File: src/aeg_pkg.sv
package aeg_pkg;

    // Field widths fixed by the register map and the result format
    localparam int DUR_W     = 24;
    localparam int LVL_W     = 16;
    localparam int ENV_W     = 16;
    localparam int PHASE_W   = 3;
    localparam int CFG_IDX_W = 3;
    localparam int CFG_DAT_W = 24;

    // Sum of four durations needs two more bits than one duration
    localparam int BOUND_W = DUR_W + 2;

    // Ramp numerator is elapsed time times a level difference
    localparam int NUM_W = DUR_W + LVL_W;

    // Quotient never exceeds unity, so 16 bits cover it
    localparam int QUO_W = 16;

    // Q1.15 scaling
    localparam int          FRAC_W = 15;
    localparam logic [15:0] UNITY  = 16'd32768;

    // Envelope phase codes
    localparam logic [PHASE_W-1:0] PH_SILENT  = 3'd0;
    localparam logic [PHASE_W-1:0] PH_ATTACK  = 3'd1;
    localparam logic [PHASE_W-1:0] PH_DECAY   = 3'd2;
    localparam logic [PHASE_W-1:0] PH_SUSTAIN = 3'd3;
    localparam logic [PHASE_W-1:0] PH_RELEASE = 3'd4;

    // Configuration register indexes
    localparam logic [CFG_IDX_W-1:0] REG_ATTACK  = 3'd0;
    localparam logic [CFG_IDX_W-1:0] REG_DECAY   = 3'd1;
    localparam logic [CFG_IDX_W-1:0] REG_HOLD    = 3'd2;
    localparam logic [CFG_IDX_W-1:0] REG_SUSTAIN = 3'd3;
    localparam logic [CFG_IDX_W-1:0] REG_RELEASE = 3'd4;

    // Register reset values
    localparam logic [DUR_W-1:0] RST_ATTACK  = 24'd6554;
    localparam logic [DUR_W-1:0] RST_DECAY   = 24'd6554;
    localparam logic [DUR_W-1:0] RST_HOLD    = 24'd45875;
    localparam logic [LVL_W-1:0] RST_SUSTAIN = 16'd16384;
    localparam logic [DUR_W-1:0] RST_RELEASE = 24'd6554;

endpackage

File: src/aeg_if.sv
interface aeg_in_if #(
    parameter int TIME_BITS   = 32,
    parameter int SAMPLE_BITS = 16
);
    logic                          valid;
    logic                          ready;
    logic [TIME_BITS-1:0]          time_now;
    logic signed [SAMPLE_BITS-1:0] sample_in;

    modport source (output valid, output time_now, output sample_in, input ready);
    modport sink   (input valid, input time_now, input sample_in, output ready);
endinterface

interface aeg_out_if #(
    parameter int SAMPLE_BITS = 16
);
    logic                          valid;
    logic                          ready;
    logic signed [SAMPLE_BITS-1:0] sample_out;
    logic [15:0]                   envelope_level;
    logic [2:0]                    phase;

    modport source (output valid, output sample_out, output envelope_level,
                    output phase, input ready);
    modport sink   (input valid, input sample_out, input envelope_level,
                    input phase, output ready);
endinterface

File: src/aeg_div_pipe.sv
module aeg_div_pipe #(
    parameter int TAG_W = 35
) (
    input  logic                        clk,
    input  logic                        rst_n,
    input  logic                        in_valid,
    output logic                        in_ready,
    input  logic [aeg_pkg::NUM_W-1:0]   num,
    input  logic [aeg_pkg::DUR_W-1:0]   den,
    input  logic [TAG_W-1:0]            tag_in,
    output logic                        out_valid,
    input  logic                        out_ready,
    output logic [aeg_pkg::QUO_W-1:0]   quo,
    output logic [TAG_W-1:0]            tag_out
);
    import aeg_pkg::*;

    localparam int STAGES = QUO_W;

    logic [NUM_W-1:0] rem_reg   [STAGES];
    logic [QUO_W-1:0] quo_reg   [STAGES];
    logic [DUR_W-1:0] den_reg   [STAGES];
    logic [TAG_W-1:0] tag_reg   [STAGES];
    logic             valid_reg [STAGES];

    logic [NUM_W-1:0] rem_src   [STAGES];
    logic [QUO_W-1:0] quo_src   [STAGES];
    logic [DUR_W-1:0] den_src   [STAGES];
    logic [TAG_W-1:0] tag_src   [STAGES];
    logic             valid_src [STAGES];
    logic [NUM_W-1:0] rem_next  [STAGES];
    logic [QUO_W-1:0] quo_next  [STAGES];
    logic             stage_en  [STAGES];

    // Advance a stage when it is empty or the next one moves
    always_comb
    begin
        stage_en[STAGES-1] = !valid_reg[STAGES-1] || out_ready;
        for (int i = STAGES - 2; i >= 0; i--)
        begin
            stage_en[i] = !valid_reg[i] || stage_en[i+1];
        end
    end

    assign in_ready = stage_en[0];

    // Route each stage's source: the input port or the previous stage
    always_comb
    begin
        rem_src[0]   = num;
        quo_src[0]   = '0;
        den_src[0]   = den;
        tag_src[0]   = tag_in;
        valid_src[0] = in_valid;
        for (int i = 1; i < STAGES; i++)
        begin
            rem_src[i]   = rem_reg[i-1];
            quo_src[i]   = quo_reg[i-1];
            den_src[i]   = den_reg[i-1];
            tag_src[i]   = tag_reg[i-1];
            valid_src[i] = valid_reg[i-1];
        end
    end

    // One restoring step per stage, most significant quotient bit first
    always_comb
    begin
        for (int i = 0; i < STAGES; i++)
        begin
            logic [NUM_W-1:0] trial;
            trial = NUM_W'(den_src[i]) << (STAGES - 1 - i);
            rem_next[i] = rem_src[i];
            quo_next[i] = quo_src[i];
            if (rem_src[i] >= trial)
            begin
                rem_next[i] = rem_src[i] - trial;
                quo_next[i][STAGES-1-i] = 1'b1;
            end
        end
    end

    // Move valid bits along the stages
    always_ff @(posedge clk or negedge rst_n)
    begin
        if (!rst_n)
        begin
            for (int i = 0; i < STAGES; i++)
            begin
                valid_reg[i] <= 1'b0;
            end
        end
        else
        begin
            for (int i = 0; i < STAGES; i++)
            begin
                if (stage_en[i])
                begin
                    valid_reg[i] <= valid_src[i];
                end
            end
        end
    end

    // Load payload where the stage advances
    always_ff @(posedge clk)
    begin
        for (int i = 0; i < STAGES; i++)
        begin
            if (stage_en[i])
            begin
                rem_reg[i] <= rem_next[i];
                quo_reg[i] <= quo_next[i];
                den_reg[i] <= den_src[i];
                tag_reg[i] <= tag_src[i];
            end
        end
    end

    assign out_valid = valid_reg[STAGES-1];
    assign quo       = quo_reg[STAGES-1];
    assign tag_out   = tag_reg[STAGES-1];

    // Ramp numerators never exceed unity times the divisor
    assert property (@(posedge clk) disable iff (!rst_n)
        valid_reg[STAGES-1] && den_reg[STAGES-1] != '0
        |-> NUM_W'(rem_reg[STAGES-1]) < NUM_W'(den_reg[STAGES-1]))
    else $error("divider remainder not below divisor");

    assert property (@(posedge clk) disable iff (!rst_n)
        valid_reg[STAGES-1] && den_reg[STAGES-1] != '0
        |-> quo_reg[STAGES-1] <= UNITY)
    else $error("divider quotient above unity");

    assert property (@(posedge clk) disable iff (!rst_n)
        in_valid && in_ready |=> valid_reg[0])
    else $error("accepted beat not held in first divider stage");

endmodule

File: src/adsr_envelope_gain_core.sv
// ADSR envelope gain. Each input beat carries a time since note start
// (unsigned Q16.16) and a signed Q1.15 sample; each output beat carries the
// sample scaled by the envelope, the envelope level (Q1.15, 32768 = one) and
// the phase code (0 silent, 1 attack, 2 decay, 3 sustain, 4 release). Phase
// edges are cumulative sums of the durations, each interval closed at its
// upper end; ramps divide by the phase duration and truncate. The block
// takes one beat per clock unless back-pressured, in stages: input, phase
// decode and numerator stages, a 16-stage divider that resolves one quotient
// bit per stage, then gain and output stages. Write the configuration port
// only while no beat is in flight; it has no read-back.
module adsr_envelope_gain_core #(
    parameter int TIME_BITS   = 32,
    parameter int SAMPLE_BITS = 16
) (
    input  logic                             clk,
    input  logic                             rst_n,
    input  logic                             cfg_we,
    input  logic [aeg_pkg::CFG_IDX_W-1:0]    cfg_addr,
    input  logic [aeg_pkg::CFG_DAT_W-1:0]    cfg_wdata,
    aeg_in_if.sink                           in_ch,
    aeg_out_if.source                        out_ch
);
    import aeg_pkg::*;

    localparam int CMP_W  = (TIME_BITS > BOUND_W) ? TIME_BITS : BOUND_W;
    localparam int TAG_W  = PHASE_W + LVL_W + SAMPLE_BITS;
    localparam int PROD_W = SAMPLE_BITS + ENV_W + 1;

    // Configuration registers
    logic [DUR_W-1:0] attack_duration_reg;
    logic [DUR_W-1:0] decay_duration_reg;
    logic [DUR_W-1:0] hold_duration_reg;
    logic [LVL_W-1:0] sustain_level_reg;
    logic [DUR_W-1:0] release_duration_reg;

    always_ff @(posedge clk or negedge rst_n)
    begin
        if (!rst_n)
        begin
            attack_duration_reg  <= RST_ATTACK;
            decay_duration_reg   <= RST_DECAY;
            hold_duration_reg    <= RST_HOLD;
            sustain_level_reg    <= RST_SUSTAIN;
            release_duration_reg <= RST_RELEASE;
        end
        else if (cfg_we)
        begin
            case (cfg_addr)
                REG_ATTACK:  attack_duration_reg  <= cfg_wdata[DUR_W-1:0];
                REG_DECAY:   decay_duration_reg   <= cfg_wdata[DUR_W-1:0];
                REG_HOLD:    hold_duration_reg    <= cfg_wdata[DUR_W-1:0];
                REG_SUSTAIN: sustain_level_reg    <= cfg_wdata[LVL_W-1:0];
                REG_RELEASE: release_duration_reg <= cfg_wdata[DUR_W-1:0];
                default:     ;
            endcase
        end
    end

    // Pipeline stage registers
    logic                          s1_valid_reg;
    logic [TIME_BITS-1:0]          s1_time_reg;
    logic signed [SAMPLE_BITS-1:0] s1_sample_reg;

    logic                          s2_valid_reg;
    logic [PHASE_W-1:0]            s2_phase_reg;
    logic [DUR_W-1:0]              s2_elapsed_reg;
    logic [DUR_W-1:0]              s2_dur_reg;
    logic [LVL_W-1:0]              s2_diff_reg;
    logic [LVL_W-1:0]              s2_lvl_reg;
    logic signed [SAMPLE_BITS-1:0] s2_sample_reg;

    logic                          s3_valid_reg;
    logic [NUM_W-1:0]              s3_num_reg;
    logic [DUR_W-1:0]              s3_dur_reg;
    logic [TAG_W-1:0]              s3_tag_reg;

    logic                          s4_valid_reg;
    logic signed [PROD_W-1:0]      s4_prod_reg;
    logic [ENV_W-1:0]              s4_env_reg;
    logic [PHASE_W-1:0]            s4_phase_reg;

    logic                          s5_valid_reg;
    logic signed [SAMPLE_BITS-1:0] s5_sample_reg;
    logic [ENV_W-1:0]              s5_env_reg;
    logic [PHASE_W-1:0]            s5_phase_reg;

    // Stage enables, back to front
    logic en1, en2, en3, en4, en5;
    logic div_in_ready;
    logic div_out_valid;
    logic [QUO_W-1:0] div_quo;
    logic [TAG_W-1:0] div_tag;

    assign en5 = !s5_valid_reg || out_ch.ready;
    assign en4 = !s4_valid_reg || en5;
    assign en3 = !s3_valid_reg || div_in_ready;
    assign en2 = !s2_valid_reg || en3;
    assign en1 = !s1_valid_reg || en2;

    assign in_ch.ready = en1;

    // Decode the phase from cumulative edges and set up the ramp operands
    logic [PHASE_W-1:0] phase_next;
    logic [DUR_W-1:0]   elapsed_next;
    logic [DUR_W-1:0]   dur_next;
    logic [LVL_W-1:0]   diff_next;
    logic [LVL_W-1:0]   lvl_sat;

    always_comb
    begin
        logic [CMP_W-1:0] t;
        logic [CMP_W-1:0] edge_a;
        logic [CMP_W-1:0] edge_d;
        logic [CMP_W-1:0] edge_s;
        logic [CMP_W-1:0] edge_r;
        t      = CMP_W'(s1_time_reg);
        edge_a = CMP_W'(attack_duration_reg);
        edge_d = edge_a + CMP_W'(decay_duration_reg);
        edge_s = edge_d + CMP_W'(hold_duration_reg);
        edge_r = edge_s + CMP_W'(release_duration_reg);
        lvl_sat = (sustain_level_reg > UNITY) ? UNITY : sustain_level_reg;

        phase_next   = PH_SILENT;
        elapsed_next = '0;
        dur_next     = '0;
        diff_next    = '0;
        if (t != '0 && t <= edge_a)
        begin
            phase_next   = PH_ATTACK;
            elapsed_next = t[DUR_W-1:0];
            dur_next     = attack_duration_reg;
            diff_next    = UNITY;
        end
        else if (t > edge_a && t <= edge_d)
        begin
            phase_next   = PH_DECAY;
            elapsed_next = DUR_W'(t - edge_a);
            dur_next     = decay_duration_reg;
            diff_next    = UNITY - lvl_sat;
        end
        else if (t > edge_d && t <= edge_s)
        begin
            phase_next   = PH_SUSTAIN;
            dur_next     = hold_duration_reg;
        end
        else if (t > edge_s && t <= edge_r)
        begin
            phase_next   = PH_RELEASE;
            elapsed_next = DUR_W'(t - edge_s);
            dur_next     = release_duration_reg;
            diff_next    = lvl_sat;
        end
    end

    // Valid bits of the local stages
    always_ff @(posedge clk or negedge rst_n)
    begin
        if (!rst_n)
        begin
            s1_valid_reg <= 1'b0;
            s2_valid_reg <= 1'b0;
            s3_valid_reg <= 1'b0;
            s4_valid_reg <= 1'b0;
            s5_valid_reg <= 1'b0;
        end
        else
        begin
            if (en1) s1_valid_reg <= in_ch.valid;
            if (en2) s2_valid_reg <= s1_valid_reg;
            if (en3) s3_valid_reg <= s2_valid_reg;
            if (en4) s4_valid_reg <= div_out_valid;
            if (en5) s5_valid_reg <= s4_valid_reg;
        end
    end

    // Capture the input beat
    always_ff @(posedge clk)
    begin
        if (en1)
        begin
            s1_time_reg   <= in_ch.time_now;
            s1_sample_reg <= in_ch.sample_in;
        end
    end

    // Hold the decoded phase and ramp operands
    always_ff @(posedge clk)
    begin
        if (en2)
        begin
            s2_phase_reg   <= phase_next;
            s2_elapsed_reg <= elapsed_next;
            s2_dur_reg     <= dur_next;
            s2_diff_reg    <= diff_next;
            s2_lvl_reg     <= lvl_sat;
            s2_sample_reg  <= s1_sample_reg;
        end
    end

    // Form the ramp numerator
    always_ff @(posedge clk)
    begin
        if (en3)
        begin
            s3_num_reg <= NUM_W'(s2_elapsed_reg) * NUM_W'(s2_diff_reg);
            s3_dur_reg <= s2_dur_reg;
            s3_tag_reg <= {s2_phase_reg, s2_lvl_reg, s2_sample_reg};
        end
    end

    aeg_div_pipe #(
        .TAG_W (TAG_W)
    ) u_div (
        .clk       (clk),
        .rst_n     (rst_n),
        .in_valid  (s3_valid_reg),
        .in_ready  (div_in_ready),
        .num       (s3_num_reg),
        .den       (s3_dur_reg),
        .tag_in    (s3_tag_reg),
        .out_valid (div_out_valid),
        .out_ready (en4),
        .quo       (div_quo),
        .tag_out   (div_tag)
    );

    // Pick the envelope from the phase and scale the sample
    logic [PHASE_W-1:0]            d_phase;
    logic [LVL_W-1:0]              d_lvl;
    logic signed [SAMPLE_BITS-1:0] d_sample;
    logic [ENV_W-1:0]              env_next;
    logic signed [PROD_W-1:0]      prod_next;

    assign {d_phase, d_lvl, d_sample} = div_tag;

    always_comb
    begin
        case (d_phase)
            PH_ATTACK:  env_next = div_quo;
            PH_DECAY:   env_next = UNITY - div_quo;
            PH_SUSTAIN: env_next = d_lvl;
            PH_RELEASE: env_next = d_lvl - div_quo;
            default:    env_next = '0;
        endcase
        prod_next = $signed({{(PROD_W - SAMPLE_BITS){d_sample[SAMPLE_BITS-1]}}, d_sample})
                  * $signed({{(PROD_W - ENV_W){1'b0}}, env_next});
    end

    always_ff @(posedge clk)
    begin
        if (en4)
        begin
            s4_prod_reg  <= prod_next;
            s4_env_reg   <= env_next;
            s4_phase_reg <= d_phase;
        end
    end

    // Scale back to Q1.15, truncating toward zero
    logic [PROD_W-1:0] prod_adj;

    assign prod_adj = s4_prod_reg
                    + (s4_prod_reg[PROD_W-1] ? PROD_W'(UNITY - 16'd1) : PROD_W'(0));

    always_ff @(posedge clk)
    begin
        if (en5)
        begin
            s5_sample_reg <= prod_adj[SAMPLE_BITS+FRAC_W-1:FRAC_W];
            s5_env_reg    <= s4_env_reg;
            s5_phase_reg  <= s4_phase_reg;
        end
    end

    assign out_ch.valid          = s5_valid_reg;
    assign out_ch.sample_out     = s5_sample_reg;
    assign out_ch.envelope_level = s5_env_reg;
    assign out_ch.phase          = s5_phase_reg;

    assert property (@(posedge clk) disable iff (!rst_n)
        s5_valid_reg && s5_phase_reg == PH_SILENT
        |-> s5_env_reg == '0 && s5_sample_reg == '0)
    else $error("silent phase with nonzero output");

    assert property (@(posedge clk) disable iff (!rst_n)
        s5_valid_reg |-> s5_env_reg <= UNITY)
    else $error("envelope above unity");

    assert property (@(posedge clk) disable iff (!rst_n)
        s5_valid_reg && s5_env_reg == '0 |-> s5_sample_reg == '0)
    else $error("zero gain with nonzero sample");

endmodule

File: src/flat_wrapper.sv
// flat-port wrapper written by rule: the top's interface ports become plain ports
module adsr_envelope_gain_core_flat import aeg_pkg::*;
#(
    parameter int TIME_BITS   = 32,
    parameter int SAMPLE_BITS = 16
)
  (clk, rst_n, cfg_we, cfg_addr, cfg_wdata, in_ch_valid, in_ch_time_now, in_ch_sample_in, in_ch_ready, out_ch_valid, out_ch_sample_out, out_ch_envelope_level, out_ch_phase, out_ch_ready);
  aeg_in_if #(.TIME_BITS(TIME_BITS), .SAMPLE_BITS(SAMPLE_BITS)) in_ch_i ();
  aeg_out_if #(.SAMPLE_BITS(SAMPLE_BITS)) out_ch_i ();
  input  logic clk;
  input  logic rst_n;
  input  logic cfg_we;
  input  logic [aeg_pkg::CFG_IDX_W-1:0] cfg_addr;
  input  logic [aeg_pkg::CFG_DAT_W-1:0] cfg_wdata;
  input wire logic [$bits(in_ch_i.valid)-1:0] in_ch_valid;
  input wire logic [$bits(in_ch_i.time_now)-1:0] in_ch_time_now;
  input wire logic [$bits(in_ch_i.sample_in)-1:0] in_ch_sample_in;
  output wire logic [$bits(in_ch_i.ready)-1:0] in_ch_ready;
  output wire logic [$bits(out_ch_i.valid)-1:0] out_ch_valid;
  output wire logic [$bits(out_ch_i.sample_out)-1:0] out_ch_sample_out;
  output wire logic [$bits(out_ch_i.envelope_level)-1:0] out_ch_envelope_level;
  output wire logic [$bits(out_ch_i.phase)-1:0] out_ch_phase;
  input wire logic [$bits(out_ch_i.ready)-1:0] out_ch_ready;
  assign in_ch_i.valid = in_ch_valid;
  assign in_ch_i.time_now = in_ch_time_now;
  assign in_ch_i.sample_in = in_ch_sample_in;
  assign in_ch_ready = in_ch_i.ready;
  assign out_ch_valid = out_ch_i.valid;
  assign out_ch_sample_out = out_ch_i.sample_out;
  assign out_ch_envelope_level = out_ch_i.envelope_level;
  assign out_ch_phase = out_ch_i.phase;
  assign out_ch_i.ready = out_ch_ready;
  adsr_envelope_gain_core #(.TIME_BITS(TIME_BITS), .SAMPLE_BITS(SAMPLE_BITS)) u_core (.clk(clk), .rst_n(rst_n), .cfg_we(cfg_we), .cfg_addr(cfg_addr), .cfg_wdata(cfg_wdata), .in_ch(in_ch_i), .out_ch(out_ch_i));
endmodule
File: config.mk
export PLATFORM = sky130hd
export DESIGN_NAME = adsr_envelope_gain_core_flat
export DESIGN_NICKNAME = d
export VERILOG_FILES = /design/src/aeg_pkg.sv /design/src/aeg_if.sv /design/src/aeg_div_pipe.sv /design/src/adsr_envelope_gain_core.sv /design/src/flat_wrapper.sv
export SDC_FILE = /design/constraint.sdc
export NUM_CORES = 2
export LEC_CHECK = 0
export ABC_AREA = 1
export BUFFER_PORTS_ARGS = -buffer_cell sky130_fd_sc_hd__buf_2
export CORE_MARGIN = 2
export CORE_UTILIZATION = 58
export DETAILED_ROUTE_END_ITERATION = 6
export GPL_ROUTABILITY_DRIVEN = 0
export PLACE_DENSITY = 0.81
export SYNTH_ARGS = -nofsm -noshare
export SYNTH_HDL_FRONTEND = slang
export SYNTH_SLANG_ARGS = --single-unit
File: constraint.sdc
create_clock -name clk -period 26.2 [get_ports clk]
set_clock_uncertainty 0.2 [all_clocks]
set_input_delay 0 -clock clk [delete_from_list [all_inputs] [get_ports clk]]
set_output_delay 0 -clock clk [all_outputs]
set_load 0.02 [all_outputs]
# Word level (Yosys, flattened, before mapping)
# Memories as Yosys holds them, arrays and structs flattened.
# Cells that the tools add are included.
# Widths: inputs -> output; s select.
[classes]
addsub = 25
mul = 2
n_div = 0
order_cmp = 24
n_eq_ne = 8
shift = 0
mux = 81
n_bitwise = 0
n_reduce_logical = 54
[op_table]
columns = ["op", "n"]
rows = [
  ["$mux 40", 16],
  ["$mux 24", 8],
  ["$le 32x32->1", 2],
  ["$mux 16", 4],
  ["$pmux 16 s4", 1],
  ["$mux 1", 48],
  ["$sub 24x24->24", 2],
  ["$ge 40x24->1", 1],
  ["$ge 40x25->1", 1],
  ["$ge 40x26->1", 1],
  ["$ge 40x27->1", 1],
  ["$ge 40x28->1", 1],
  ["$ge 40x29->1", 1],
  ["$ge 40x30->1", 1],
  ["$ge 40x31->1", 1],
  ["$ge 40x32->1", 1],
  ["$ge 40x33->1", 1],
  ["$ge 40x34->1", 1],
  ["$ge 40x35->1", 1],
  ["$ge 40x36->1", 1],
  ["$ge 40x37->1", 1],
  ["$ge 40x38->1", 1],
  ["$ge 40x39->1", 1],
  ["$mul 24x16->40", 1],
  ["other kinds (42)", 96],
]
[totals]
ff_bits = 466
latchBits = 0
ramBits = 1840
rom_bits = 0
input_bits = 80
output_inout_bits = 37
elab_cells = 242
mem_count = 4
[memory_table]
columns = ["memory", "depth", "word_bits", "read_ports", "rd_clocked_by_memory_dff", "write_ports", "line_no", "source"]
rows = [
  ["u_core.u_div.rem_reg", 16, 40, 15, 0, 16, "aeg_div_pipe.sv:20", "logic [NUM_W-1:0] rem_reg [STAGES];"],
  ["u_core.u_div.tag_reg", 16, 35, 16, 0, 16, "aeg_div_pipe.sv:23", "logic [TAG_W-1:0] tag_reg [STAGES];"],
  ["u_core.u_div.den_reg", 16, 24, 15, 0, 16, "aeg_div_pipe.sv:22", "logic [DUR_W-1:0] den_reg [STAGES];"],
  ["u_core.u_div.quo_reg", 16, 16, 16, 0, 16, "aeg_div_pipe.sv:21", "logic [QUO_W-1:0] quo_reg [STAGES];"],
]

# Depth between registers and ports, before layout
[logic_depth]
depth_word = 22
ltp_mapped = 46
mapped_depth_nobuf = 46

# Hierarchy
# A second synthesis with hierarchy kept.
[unflattened]
cells_unflattened = 14046
hier_area_um2 = 131969.1
[by_module_without_submodules]
columns = ["mod", "n_inst", "cells_per_inst", "area_per_inst_um2", "seq_area_each_um2"]
rows = [
  ["aeg_div_pipe", 1, 8269, 84149.5, 50128.1],
  ["adsr_envelope_gain_core", 1, 5777, 47819.6, 12936.2],
]

# Worst setup path before layout
# Ideal clock, no wire load.
[synth_timing]
path_kind = "register to register"
from = "register u_core.s5_valid_reg, in the netlist u_core.out_ch.valid"
to = "register u_core.s2_diff_reg[0], enable pin"
setup_ps = 925
arrival_ps = 13796
t_required_ps = 25075
setup_slack_ps = 11279
path_stages_with_launch = 12
path_buffers = 0
synth_period_minus_slack_ps = 14921
cell_sequence = "dfrtp_1 > nand3_2 > nor2_2 > nand4_2 > nor2_2 > nand4_2 > nor2_2 > nand4_2 > nor2_2 > nand4_2 > nor2_2 > nand2_1"
[synth_lines]
columns = ["element", "line_no", "source"]
rows = [
  ["from (decl)", "adsr_envelope_gain_core.sv:82", "logic s5_valid_reg;"],
  ["from (signal assigned)", "adsr_envelope_gain_core.sv:172", "if (en5) s5_valid_reg <= s4_valid_reg;"],
  ["to (signal assigned)", "adsr_envelope_gain_core.sv:194", "s2_diff_reg <= diff_next;"],
  ["to (decl)", "adsr_envelope_gain_core.sv:68", "logic [LVL_W-1:0] s2_diff_reg;"],
]

==> impl_metrics.csv <==
group,metric,value,unit
status,status,"finished with violations",
status,violations,"design-rule violations",
logic_synthesis,ys_ff_latch,2121,
logic_synthesis,synth.avg_cell_area,9.92,um2
power,total_power,0.0200,W
global_route,grt.total_usage,0.285,
logic_synthesis,seq_area_frac_synth,0.497,
logic_synthesis,netlist_top_cells_count,"2,493 x nand2_1, 2,079 x inv_1, 1,988 x edfxtp_1",
detailed_routing,drc,8,
logic_synthesis,syn_nets,14226,
final_layout,drive_gt1_frac,0.0545,
floorplanning,initial_utilization,0.584,
critical_path,cpMostUsedCell,"nand2_1",
sta,fin_tns_setup,0,ns
logic_synthesis,synth_top_family_by_area,"adder cells",
final_layout,final_util,0.641,
clocking,cts_tree,"yes",
sta,final.min_clock_period,9.27,ns
clocking,clock-sinks,2121,
logic_synthesis,netlist_area,0.127,mm2
logic_synthesis,synth-compound-area-share,0.0920,
logic_synthesis,muxShareOfSynthArea,0,
clocking,postCtsSetupRepairBufs,0,
hold_path,hp-class,"in2async",
critical_path,crit_buf_inv,4,
sta,max_freq,108,MHz
critical_path,crit_path_start_kind,"flop",
global_route,grt-ovfl-total,0,
global_route,antenna_found_initial,6,
floorplanning,core-area,0.217,mm2
detailed_routing,drt-wirelength-per-cell,19.8,um
critical_path,cp_top_family,"adder cells",
clocking,htreeDepth,4,
logic_synthesis,synth-xor-area-share,0.0368,
logic_synthesis,synth-adder-area-share,0.163,
critical_path,crit_arrival,9.66,ns
critical_path,crit_type,"reg2reg",
clocking,clk_pin_slew_worst_paths,0.07,ns
floorplanning,die_w,472,um
sta,setup_viol,0,
clocking,cts-root-buf,"clkbuf_16",
sta,period_share,0.354,
global_route,grt_pass1_vias,91681,
sta,slew_viol_final,0,
critical_path,critPathCaptureType,"flop",
sta,relSlewSlack,0.200,
logic_synthesis,async_reset_ff_frac,0.0627,
sta,worst_pin_slew,1.20,ns
detailed_routing,drt_iter0_drc,9744,
global_route,grt_max_degree,85,
floorplanning,dieArea,0.223,mm2
clocking,clk_latency,0.87,ns
critical_path,slowest_delay,0.57,ns
detailed_routing,num_vias,93215,
critical_path,rrSetupSlack,16.93,ns
power,p_leak,61.4,nW
clocking,numCtsBuffers,208,
logic_synthesis,ys_types,76,
place,dpl.hpwl,241000,um
logic_synthesis,postSynthCellCount,12800,
critical_path,cp_slowest_cell,"fa_1",
logic_synthesis,synthTopCellsByArea,"edfxtp_1 47%, fa_1 8.2%, ha_1 8.1%, nand2_1 7.4%, inv_1 6.1%",
floorplanning,die-height,472,um
detailed_routing,viasPerCell,5.77,
detailed_routing,wl,321000,um
job,drv_cap,0,
final_layout,largest_reg_flops,600,
logic_synthesis,synth_top_area_frac,0.470,
floorplanning,rows,171,
floorplanning,ios,117,
logic_synthesis,synthFlopType,"edfxtp_1",
sta,final_hold_viol_count,0,
logic_synthesis,synth-simple-area-share,0.140,
detailed_routing,first_pass_iters,7,
power,power_density,144,mW/mm2
final_layout,area_growth,9.71,%
detailed_routing,ant_nets,0,
critical_path,r2r_end,"u_core.s4_prod_reg[32]",
sta,rsz0062_at_grt,"no",
place,port_buffers,116,
logic_synthesis,yosysMostFrequentCell,"nand2_1",
logic_synthesis,yosysWarnings,0,
critical_path,cp.required,26.60,ns
logic_synthesis,synth_edf_count,1988,
final_layout,fin_nets,14537,
final_layout,final_area,0.139,mm2
critical_path,reg2reg_depth,35,
critical_path,critical_path.max_fanout,14,
global_route,grt_pass1_wl,498000,um
place,place_area,0.131,mm2
logic_synthesis,yosys.area.top_type,"edfxtp_1",
power,ir_drop,0.301,mV
critical_path,r2r-start,"u_core.u_div.tag_reg[1][278]",
clocking,cts_max_path_buffers,3,
==> power by group <==
group          total, W  internal [W]  leakage [nW]  switching [W]
logic            0.0109       0.00387          34.7        0.00700
clock network   0.00306       0.00175          3.44        0.00131
registers       0.00609       0.00536          23.2       0.000730
==> routing by layer <==
metal,vias to the layer above,GRT usage,wire length (um)
met3,1171,0.0519,28800
met4,6,0.177,23200
met2,4929,0.474,151000
li1,43311,-,-
met5,-,0,43
met1,43798,0.346,117000
==> worst max-delay path by stage <==
stage,cells after the start,from,slack [ns],to
5_1_grt,37,u_core.u_div.tag_reg[1][278],16.22,u_core.s4_prod_reg[32]
3_3_place_gp,37,u_core.u_div.tag_reg[1][278],17.45,u_core.s4_prod_reg[32]
3_5_place_dp,35,u_core.u_div.tag_reg[1][278],17.27,u_core.s4_prod_reg[32]
2_1_floorplan,11,u_core.out_ch.valid,11.28,u_core.s2_diff_reg[0]
4_1_cts,35,u_core.u_div.tag_reg[1][278],17.07,u_core.s4_prod_reg[32]
6_report,35,u_core.u_div.tag_reg[1][278],16.93,u_core.s4_prod_reg[32]
==> worst min-delay path, cell delays in order <==
cell           delay [ns]
dlygate4sd3_1        0.51
dlygate4sd3_1        0.56
buf_6                0.14
buf_16               0.30
==> through the flow <==
step / instances / setup slack, ns / hold WS [ns]
6_report: 16149 / 16.93 / 0.0547
3_3_place_gp: 15596 / 17.45 / -0.138
4_1_cts: 16145 / 17.07 / 0.0280
5_1_grt: 16148 / 16.22 / 0.0880
2_1_floorplan: 12800 / 11.28 / -0.496
3_5_place_dp: 15596 / 17.27 / -0.141
==> cell type report <==
class	instances	area, um2
antenna	4	10.0
clock buffer	253	5570
clock inverter	137	1490
fill	16277	78100
inverter	2100	7910
multi-input combinational	8347	55000
sequential	2121	63100
tap	2854	3570
timing repair buffer	333	2630
==> what timing repair did <==
action                    in CTS  in global routing
gates resized for setup        0                  0
hold endpoints to repair     358                  0
hold buffers                 159                  0
==> logic make-up (layout without fill, tap and decap cells) <==
| logic type | Yosys count | after routing |
|---|---|---|
| simple gates | 4331 | 4331 |
| buf+inv | 2332 | 2823 |
| compound gates | 2136 | 2136 |
| flops | 2121 | 2121 |
| fa+ha+maj | 1346 | 1346 |
| xor+xnor | 534 | 534 |
| other cells | 0 | 4 |
==> cell usage in the layout (no fill, tap or decap), types with 15 or more instances in the layout <==
master         instances
o21a_1                42
buf_2                115
edfxtp_1            1988
nor4_1                83
o21ai_2               15
xor2_1               268
fa_1                 521
a21boi_0              33
o211ai_1              29
a31oi_1               54
clkinv_1              42
inv_1               2070
nor2_1              1027
ha_1                 825
nand3_1              314
clkbuf_16            212
o21ai_0              822
buf_4                 58
clkinv_2              39
nand3b_1              19
o21ai_1               76
a21oi_1              871
dlygate4sd3_1        158
nand4_1              108
dfrtp_1              102
bufinv_16             23
a21o_1                47
dfstp_2               31
nand2_2               27
nand2_1             2488
o21bai_1              38
or2_2                 76
clkbuf_1              29
a211oi_1              20
xnor2_1              266
nor3_1               135
(Power assumes the default switching activity.)
